File: src/rtl/eiuhp_pkg.sv
package eiuhp_pkg;

    // ethertypes with the first wire byte in the low 8 bits
    localparam logic [15:0] ETYPE_IPV4 = 16'h0008;
    localparam logic [15:0] ETYPE_IPV6 = 16'hDD86;
    localparam logic [15:0] ETYPE_LLDP = 16'hCC88;

    // ip next header codes
    localparam logic [7:0] PROTO_UDP  = 8'd17;
    localparam logic [7:0] PROTO_NONE = 8'd59;

    // frame kinds
    localparam logic [1:0] KIND_OTHER = 2'd0;
    localparam logic [1:0] KIND_UDP   = 2'd1;
    localparam logic [1:0] KIND_LLDP  = 2'd2;

    // ip families
    localparam logic [1:0] FAM_NONE = 2'd0;
    localparam logic [1:0] FAM_IPV4 = 2'd1;
    localparam logic [1:0] FAM_IPV6 = 2'd2;

    // header lengths and fixed offsets
    localparam logic [15:0] ETH_LEN      = 16'd14;
    localparam logic [15:0] IPV4_LEN     = 16'd20;
    localparam logic [15:0] IPV6_LEN     = 16'd40;
    localparam logic [15:0] LLDP_LEN     = 16'd2;
    localparam logic [15:0] UDP_LEN      = 16'd8;
    localparam logic [15:0] LLDP_PAY_OFS = 16'd16;
    localparam logic [15:0] OFS_MAX      = 16'hFFFF;

    typedef enum logic [2:0] {
        STG_ETH,
        STG_IPV4,
        STG_IPV6,
        STG_EXT,
        STG_UDP,
        STG_LLDP,
        STG_DONE
    } t_stage;

    typedef struct packed {
        logic [7:0] frame_byte;
        logic       last_byte;
    } t_in;

    typedef struct packed {
        logic [1:0]  frame_kind;
        logic [1:0]  ip_family;
        logic [63:0] source_addr_high;
        logic [63:0] source_addr_low;
        logic [63:0] dest_addr_high;
        logic [63:0] dest_addr_low;
        logic [15:0] source_port;
        logic [15:0] dest_port;
        logic [15:0] payload_offset;
        logic [15:0] payload_length;
    } t_out;

    // last byte of a header starting at start with len bytes, saturated
    function automatic logic [15:0] sect_end(input logic [15:0] start,
                                             input logic [15:0] len);
        logic [16:0] sum;
        sum = {1'b0, start} + {1'b0, len} - 17'd1;
        return sum[16] ? OFS_MAX : sum[15:0];
    endfunction

endpackage

File: src/rtl/ethernet_ip_udp_header_parser_core.sv
// a result is registered from the transaction carrying the last byte, valid in the next cycle
// throughput: one frame byte per cycle; bytes that are not the last are taken even
// while a result waits, the last byte waits for the output register to free up
// header state updates in one pass between the input handshake and the result register
// reset (synchronous, active low) returns the parser to the ethernet stage, no result held
module ethernet_ip_udp_header_parser_core
    import eiuhp_pkg::*;
(
    input  logic i_clk,
    input  logic i_rst_n,
    input  logic i_in_valid,
    output logic o_in_ready,
    input  t_in  i_in_data,
    output logic o_out_valid,
    input  logic i_out_ready,
    output t_out o_out_data
);

    // per-frame state
    t_stage      r_stage,       n_stage;
    logic [15:0] r_offset,      n_offset;
    logic [7:0]  r_etype_lo,    n_etype_lo;
    logic [7:0]  r_next_header, n_next_header;
    logic [15:0] r_section_end, n_section_end;
    logic [15:0] r_udp_start,   n_udp_start;
    logic [63:0] r_src_hi,      n_src_hi;
    logic [63:0] r_src_lo,      n_src_lo;
    logic [63:0] r_dst_hi,      n_dst_hi;
    logic [63:0] r_dst_lo,      n_dst_lo;
    logic [15:0] r_src_port,    n_src_port;
    logic [15:0] r_dst_port,    n_dst_port;
    logic [1:0]  r_kind,        n_kind;
    logic [1:0]  r_family,      n_family;

    // result register
    logic        r_out_valid;
    t_out        r_out;
    t_out        n_result;

    logic        in_xact;
    logic [15:0] idx;
    logic [15:0] rel;
    logic [7:0]  b;
    logic [15:0] etype;
    logic [15:0] ext_len;
    logic [15:0] pay_ofs;
    logic        at_end;

    assign o_in_ready  = !r_out_valid || i_out_ready || !i_in_data.last_byte;
    assign in_xact     = i_in_valid && o_in_ready;
    assign o_out_valid = r_out_valid;
    assign o_out_data  = r_out;

    assign idx     = r_offset;
    assign rel     = r_offset - r_udp_start;
    assign b       = i_in_data.frame_byte;
    assign etype   = {b, r_etype_lo};
    assign ext_len = UDP_LEN + {5'd0, b, 3'd0};
    assign at_end  = (idx == r_section_end);

    // header walk for one byte and result assembly on the last byte
    always_comb begin
        n_stage       = r_stage;
        n_offset      = r_offset;
        n_etype_lo    = r_etype_lo;
        n_next_header = r_next_header;
        n_section_end = r_section_end;
        n_udp_start   = r_udp_start;
        n_src_hi      = r_src_hi;
        n_src_lo      = r_src_lo;
        n_dst_hi      = r_dst_hi;
        n_dst_lo      = r_dst_lo;
        n_src_port    = r_src_port;
        n_dst_port    = r_dst_port;
        n_kind        = r_kind;
        n_family      = r_family;
        pay_ofs       = '0;
        n_result      = '0;

        if (r_offset != OFS_MAX) begin
            n_offset = r_offset + 16'd1;
            case (r_stage)
                STG_ETH: begin
                    if (idx == 16'd12) begin
                        n_etype_lo = b;
                    end else if (idx == 16'd13) begin
                        n_udp_start = ETH_LEN;
                        if (etype == ETYPE_IPV4) begin
                            n_stage       = STG_IPV4;
                            n_section_end = sect_end(ETH_LEN, IPV4_LEN);
                        end else if (etype == ETYPE_IPV6) begin
                            n_stage       = STG_IPV6;
                            n_section_end = sect_end(ETH_LEN, IPV6_LEN);
                        end else if (etype == ETYPE_LLDP) begin
                            n_stage       = STG_LLDP;
                            n_section_end = sect_end(ETH_LEN, LLDP_LEN);
                        end else begin
                            n_stage     = STG_DONE;
                            n_udp_start = r_udp_start;
                        end
                    end
                end
                STG_IPV4: begin
                    if (rel == 16'd9) begin
                        n_next_header = b;
                    end else if (rel >= 16'd12 && rel <= 16'd15) begin
                        {n_src_hi, n_src_lo} = {r_src_hi[55:0], r_src_lo, b};
                    end else if (rel >= 16'd16 && rel <= 16'd19) begin
                        {n_dst_hi, n_dst_lo} = {r_dst_hi[55:0], r_dst_lo, b};
                    end
                    if (at_end) begin
                        n_family = FAM_IPV4;
                        if (r_next_header == PROTO_UDP) begin
                            n_stage       = STG_UDP;
                            n_udp_start   = idx + 16'd1;
                            n_section_end = sect_end(idx + 16'd1, UDP_LEN);
                        end else begin
                            n_stage = STG_DONE;
                        end
                    end
                end
                STG_IPV6, STG_EXT: begin
                    if (r_stage == STG_IPV6) begin
                        if (rel == 16'd6) begin
                            n_next_header = b;
                        end else if (rel >= 16'd8 && rel <= 16'd23) begin
                            {n_src_hi, n_src_lo} = {r_src_hi[55:0], r_src_lo, b};
                        end else if (rel >= 16'd24 && rel <= 16'd39) begin
                            {n_dst_hi, n_dst_lo} = {r_dst_hi[55:0], r_dst_lo, b};
                        end
                        if (at_end) begin
                            n_family = FAM_IPV6;
                        end
                    end else begin
                        if (rel == 16'd0) begin
                            n_next_header = b;
                        end else if (rel == 16'd1) begin
                            n_section_end = sect_end(r_udp_start, ext_len);
                        end
                    end
                    // a header end never falls on its first two bytes
                    if (at_end) begin
                        if (r_next_header == PROTO_UDP) begin
                            n_stage       = STG_UDP;
                            n_udp_start   = idx + 16'd1;
                            n_section_end = sect_end(idx + 16'd1, UDP_LEN);
                        end else if (r_next_header == PROTO_NONE) begin
                            n_stage = STG_DONE;
                        end else begin
                            n_stage       = STG_EXT;
                            n_udp_start   = idx + 16'd1;
                            n_section_end = sect_end(idx + 16'd1, UDP_LEN);
                        end
                    end
                end
                STG_UDP: begin
                    if (rel <= 16'd1) begin
                        n_src_port = {r_src_port[7:0], b};
                    end else if (rel <= 16'd3) begin
                        n_dst_port = {r_dst_port[7:0], b};
                    end
                    if (at_end) begin
                        n_kind  = KIND_UDP;
                        n_stage = STG_DONE;
                    end
                end
                STG_LLDP: begin
                    if (at_end) begin
                        n_kind  = KIND_LLDP;
                        n_stage = STG_DONE;
                    end
                end
                default: begin
                end
            endcase
        end

        // result from the updated state
        n_result.frame_kind = n_kind;
        n_result.ip_family  = n_family;
        if (n_family != FAM_NONE) begin
            n_result.source_addr_high = n_src_hi;
            n_result.source_addr_low  = n_src_lo;
            n_result.dest_addr_high   = n_dst_hi;
            n_result.dest_addr_low    = n_dst_lo;
        end
        if (n_kind == KIND_UDP) begin
            pay_ofs                 = n_udp_start + UDP_LEN;
            n_result.source_port    = n_src_port;
            n_result.dest_port      = n_dst_port;
            n_result.payload_offset = pay_ofs;
            n_result.payload_length = (n_offset >= pay_ofs) ? (n_offset - pay_ofs) : '0;
        end else if (n_kind == KIND_LLDP) begin
            n_result.payload_offset = ETH_LEN;
            n_result.payload_length = (n_offset >= LLDP_PAY_OFS) ?
                                      (n_offset - LLDP_PAY_OFS) : '0;
        end
    end

    // control state and per-frame registers
    always_ff @(posedge i_clk) begin
        if (!i_rst_n || (in_xact && i_in_data.last_byte)) begin
            r_stage       <= STG_ETH;
            r_offset      <= '0;
            r_etype_lo    <= '0;
            r_next_header <= '0;
            r_section_end <= '0;
            r_udp_start   <= '0;
            r_src_hi      <= '0;
            r_src_lo      <= '0;
            r_dst_hi      <= '0;
            r_dst_lo      <= '0;
            r_src_port    <= '0;
            r_dst_port    <= '0;
            r_kind        <= KIND_OTHER;
            r_family      <= FAM_NONE;
        end else if (in_xact) begin
            r_stage       <= n_stage;
            r_offset      <= n_offset;
            r_etype_lo    <= n_etype_lo;
            r_next_header <= n_next_header;
            r_section_end <= n_section_end;
            r_udp_start   <= n_udp_start;
            r_src_hi      <= n_src_hi;
            r_src_lo      <= n_src_lo;
            r_dst_hi      <= n_dst_hi;
            r_dst_lo      <= n_dst_lo;
            r_src_port    <= n_src_port;
            r_dst_port    <= n_dst_port;
            r_kind        <= n_kind;
            r_family      <= n_family;
        end
    end

    // output valid
    always_ff @(posedge i_clk) begin
        if (!i_rst_n) begin
            r_out_valid <= 1'b0;
        end else if (in_xact && i_in_data.last_byte) begin
            r_out_valid <= 1'b1;
        end else if (i_out_ready) begin
            r_out_valid <= 1'b0;
        end
    end

    // output payload
    always_ff @(posedge i_clk) begin
        if (in_xact && i_in_data.last_byte) begin
            r_out <= n_result;
        end
    end

endmodule

File: config.mk
export PLATFORM = sky130hd
export DESIGN_NAME = ethernet_ip_udp_header_parser_core
export DESIGN_NICKNAME = d
export VERILOG_FILES = /design/src/rtl/eiuhp_pkg.sv /design/src/rtl/ethernet_ip_udp_header_parser_core.sv
export SDC_FILE = /design/constraint.sdc
export NUM_CORES = 2
export LEC_CHECK = 0
export BUFFER_PORTS_ARGS = -buffer_cell sky130_fd_sc_hd__buf_2
export CAP_MARGIN = 20
export CORE_UTILIZATION = 30
export CTS_CLUSTER_DIAMETER = 50
export DETAILED_ROUTE_END_ITERATION = 10
export GPL_ROUTABILITY_DRIVEN = 0
export PLACE_DENSITY = 0.54
export SLEW_MARGIN = 10
export SYNTH_ARGS = -nofsm -noshare
export SYNTH_HDL_FRONTEND = slang
export SYNTH_SLANG_ARGS = --single-unit
File: constraint.sdc
create_clock -name i_clk -period 9.8 [get_ports i_clk]
set_input_delay 2.94 -clock i_clk [delete_from_list [all_inputs] [get_ports i_clk]]
set_output_delay 2.94 -clock i_clk [all_outputs]
set_load 0.005 [all_outputs]
==> flow_metrics.py <==
metrics = {
    "detailed_routing": {
        "wl_mm": 87.4,
        "drt-initial-drc-count": 2158,
        "postRouteAntennaNets": 0,
        "routedWlPerCell_um": 21.1,
        "num_vias": 21706,
        "drt-pass1-iter-count": 5,
        "post_drt_via_cell_ratio": 5.23,
        "drc_errors": 0,
    },
    "clock_network": {
        "htree_levels": 3,
        "path_clk_slew_ns": 0.05,
        "post_cts_resized": 0,
        "cts-root-buf": "clkbuf_16",
        "post_cts_buffers": 0,
        "cts_sinks": 684,
        "clk_latency_ns": 0.65,
        "clockBufferDepth": 3,
        "hold_buffers": 0,
        "numCtsBuffers": 87,
        "cts_tree": "done",
    },
    "placed_design": {
        "portBuffers": 338,
        "dp.cells": 3980,
        "dpl.hpwl_mm": 57.9,
    },
    "die": {
        "die_area_um2": 98800,
        "die_y_um": 314,
        "start_util_pct": 30.3,
        "core_um2": 96700,
        "rows": 114,
        "num_io_pins": 339,
        "die_w_um": 314,
    },
    "final_layout": {
        "area_growth_pct": 20.5,
        "drive_gt1_share_pct": 19.7,
        "fill_cells": 9601,
        "nets": 2854,
        "layoutNonFillerInstCount": 4147,
    },
    "synthesis": {
        "syn_avg_cell_area_um2": 11.6,
        "synth_edf_count": 324,
        "synth-main-ff-cell": "dfxtp_1",
        "synth.net_count": 2582,
        "synthCells": 2522,
        "yosysSeqAreaShare_pct": 57.9,
        "synth_common_cells": "a22o_1, dfxtp_1, edfxtp_1",
        "synth_area_leaders": "edfxtp_1, dfxtp_1, a22o_1, mux2i_1, nor2_1",
        "yosysTopAreaCellShare_pct": 33.2,
        "synth.distinct_cells": 81,
        "syn_area_um2": 29300,
        "synthArstFlopShare_pct": 0,
        "ys_seq_elements": 684,
        "yosys.area.top_type": "edfxtp_1",
        "yosys_warnings": 0,
        "synth_most_common_cell": "a22o_1",
    },
    "power_and_ir_drop": {
        "leakagePower_nw": 13.2,
        "powerDensity_nw_per_um2": 192,
        "ir_drop_uv": 115,
    },
    "global_routing": {
        "antenna_found_initial": 4,
        "grt.overflow.total": 0,
        "grt_usage_pct": 17.1,
        "grt_pass1_wl_mm": 130,
        "grt_pass1_vias": 20473,
        "grt_max_degree": 129,
    },
    "sta": {
        "max_freq_ghz": 0.119,
        "max_slew_margin_pct": 28.4,
        "setup_violations": 0,
        "finalHoldViolCount": 0,
        "fin_skew_ns": 0.0332,
        "rsz0062_at_grt": "no",
        "slew_viol_final": 0,
        "fin_crit_ns": 8.39,
        "setup_tns_ns": 0,
        "min_period_over_period_pct": 85.6,
        "worst-slew-pin-transition_ns": 1.07,
    },
    "flow_run": {
        "cap_violations": 0,
    },
    "hold_path": {
        "hp-class": "reg -> reg",
        "hold_start": "r_dst_port[13]$_SDFFE_PP0P_",
        "hold_depth": 2,
        "worstHoldEndpoint": "r_dst_port[13]$_SDFFE_PP0P_",
    },
    "critical_path": {
        "worstPathArrival_ns": 8.78,
        "reg2reg_depth": 23,
        "crit_type": "in -> reg",
        "cp.required_ns": 10.19,
        "path_max_fanout": 17,
        "worst-r2r-setup-slack_ns": 2.34,
        "worstReg2RegEnd": "o_out_data[11]$_DFFE_PP_",
        "endpoint_kind": "flop",
        "reg2reg_from": "idx[0]$_SDFFE_PP0P_",
        "cp-start-kind": "input port",
    },
    "outcome": {
        "status": "finished, final reports clean",
    },
}
==> metal layers <==
metal  track usage (%)  vias up  share of wire, %
li1                  -    10215                 -
met1              23.7    10625                45
met3              3.74      124               7.0
met4              5.66        4               2.6
met2              26.1      738                45
met5                 0        -             0.035
==> registers in the layout (all words and copies together), names as in the netlist, 3 cells and up <==
register       cells
r_stage            3
r_udp_start       16
r_src_hi          64
r_dst_lo          64
r_src_port        16
r_next_header      8
r_dst_hi          64
r_etype_lo         8
r_section_end     16
idx               16
r_dst_port        16
o_out_data       324
r_src_lo          64
==> worst max-delay path by stage <==
stage | startpoint | endpoint | slack [ns] | depth (start not counted)
after floorplan | i_out_ready | o_out_data[0]$_DFFE_PP_ | 1.06 | 4
after global placement | i_in_data[8] | o_out_data[11]$_DFFE_PP_ | 0.95 | 21
after detailed placement | i_in_data[8] | o_out_data[11]$_DFFE_PP_ | 0.83 | 21
after CTS | i_in_data[8] | o_out_data[11]$_DFFE_PP_ | 1.53 | 21
after global routing | i_in_data[8] | o_out_data[11]$_DFFE_PP_ | 1.09 | 21
final | i_in_data[8] | o_out_data[11]$_DFFE_PP_ | 1.41 | 21
==> stage by stage <==
step / setup WS (ns) / hold WS [ns] / utilization [%] / power [W] / area (um2)
CTS: 1.53 / 0.451 / 36.4 / 0.00686 / 35200
global placement: 0.953 / 0.437 / 33.3 / 0.00350 / 32200
detailed placement: 0.834 / 0.444 / 33.3 / 0.00350 / 32200
finish: 1.41 / 0.451 / 36.5 / 0.00678 / 35300
floorplan: 1.06 / 0.430 / - / 0.00335 / 29300
global route: 1.09 / 0.470 / 36.5 / 0.00703 / 35300
==> critical path: stages <==
cell	delay [ns]
buf_2	0.32
nand4_1	0.18
nor4b_1	0.50
a21oi_1	0.11
or4_1	0.75
and2_4	0.32
nand2_1	0.08
o21ai_0	0.22
fa_1	0.53
a21o_1	0.17
a21oi_1	0.21
nor2_1	0.08
a211o_1	0.30
a21o_1	0.20
a41o_1	0.26
o22a_1	0.21
o22ai_1	0.14
a21oi_1	0.15
o311ai_4	0.76
o211a_1	0.27
a21oi_1	0.05
==> report_power, final <==
part	total [W]	switching (W)	leakage, nW	internal, W
clock network	0.00334	0.00132	1.50	0.00202
logic	0.000357	0.000241	5.79	0.000116
registers	0.00308	0.0000343	5.88	0.00305
==> placed cells by master (no fill, tap or decap), types with 45 or more instances in the layout <==
cell / count
nand3_1: 58
nand2_1: 130
ha_1: 45
xor2_1: 56
dfxtp_1: 360
edfxtp_1: 324
mux2i_1: 70
inv_1: 53
nor2_1: 183
o21ai_0: 64
a22o_1: 501
buf_2: 338
a21oi_1: 86
clkbuf_16: 89
==> cell families after synthesis <==
family | after synthesis | share of synthesized area (%)
xor+xnor | 101 | 3.05
mux | 71 | 2.43
simple gates | 565 | 9.36
buf+inv | 250 | 3.51
fa+ha+maj | 48 | 2.10
compound gates | 803 | 21.7
flops | 684 | 57.9
==> area by class of cell <==
class	count	area, um2	share of cell area [%]
diodes	2	5.00	0.0142
clock buffers	115	2430	6.90
clock inverters	49	631	1.79
inverters	54	206	0.585
multi-input cells	1588	11400	32.4
flip-flops and latches	684	16900	48.0
well taps	1276	1600	4.53
repair buffers	379	2040	5.80
Power figures use the tool's default switching activity.
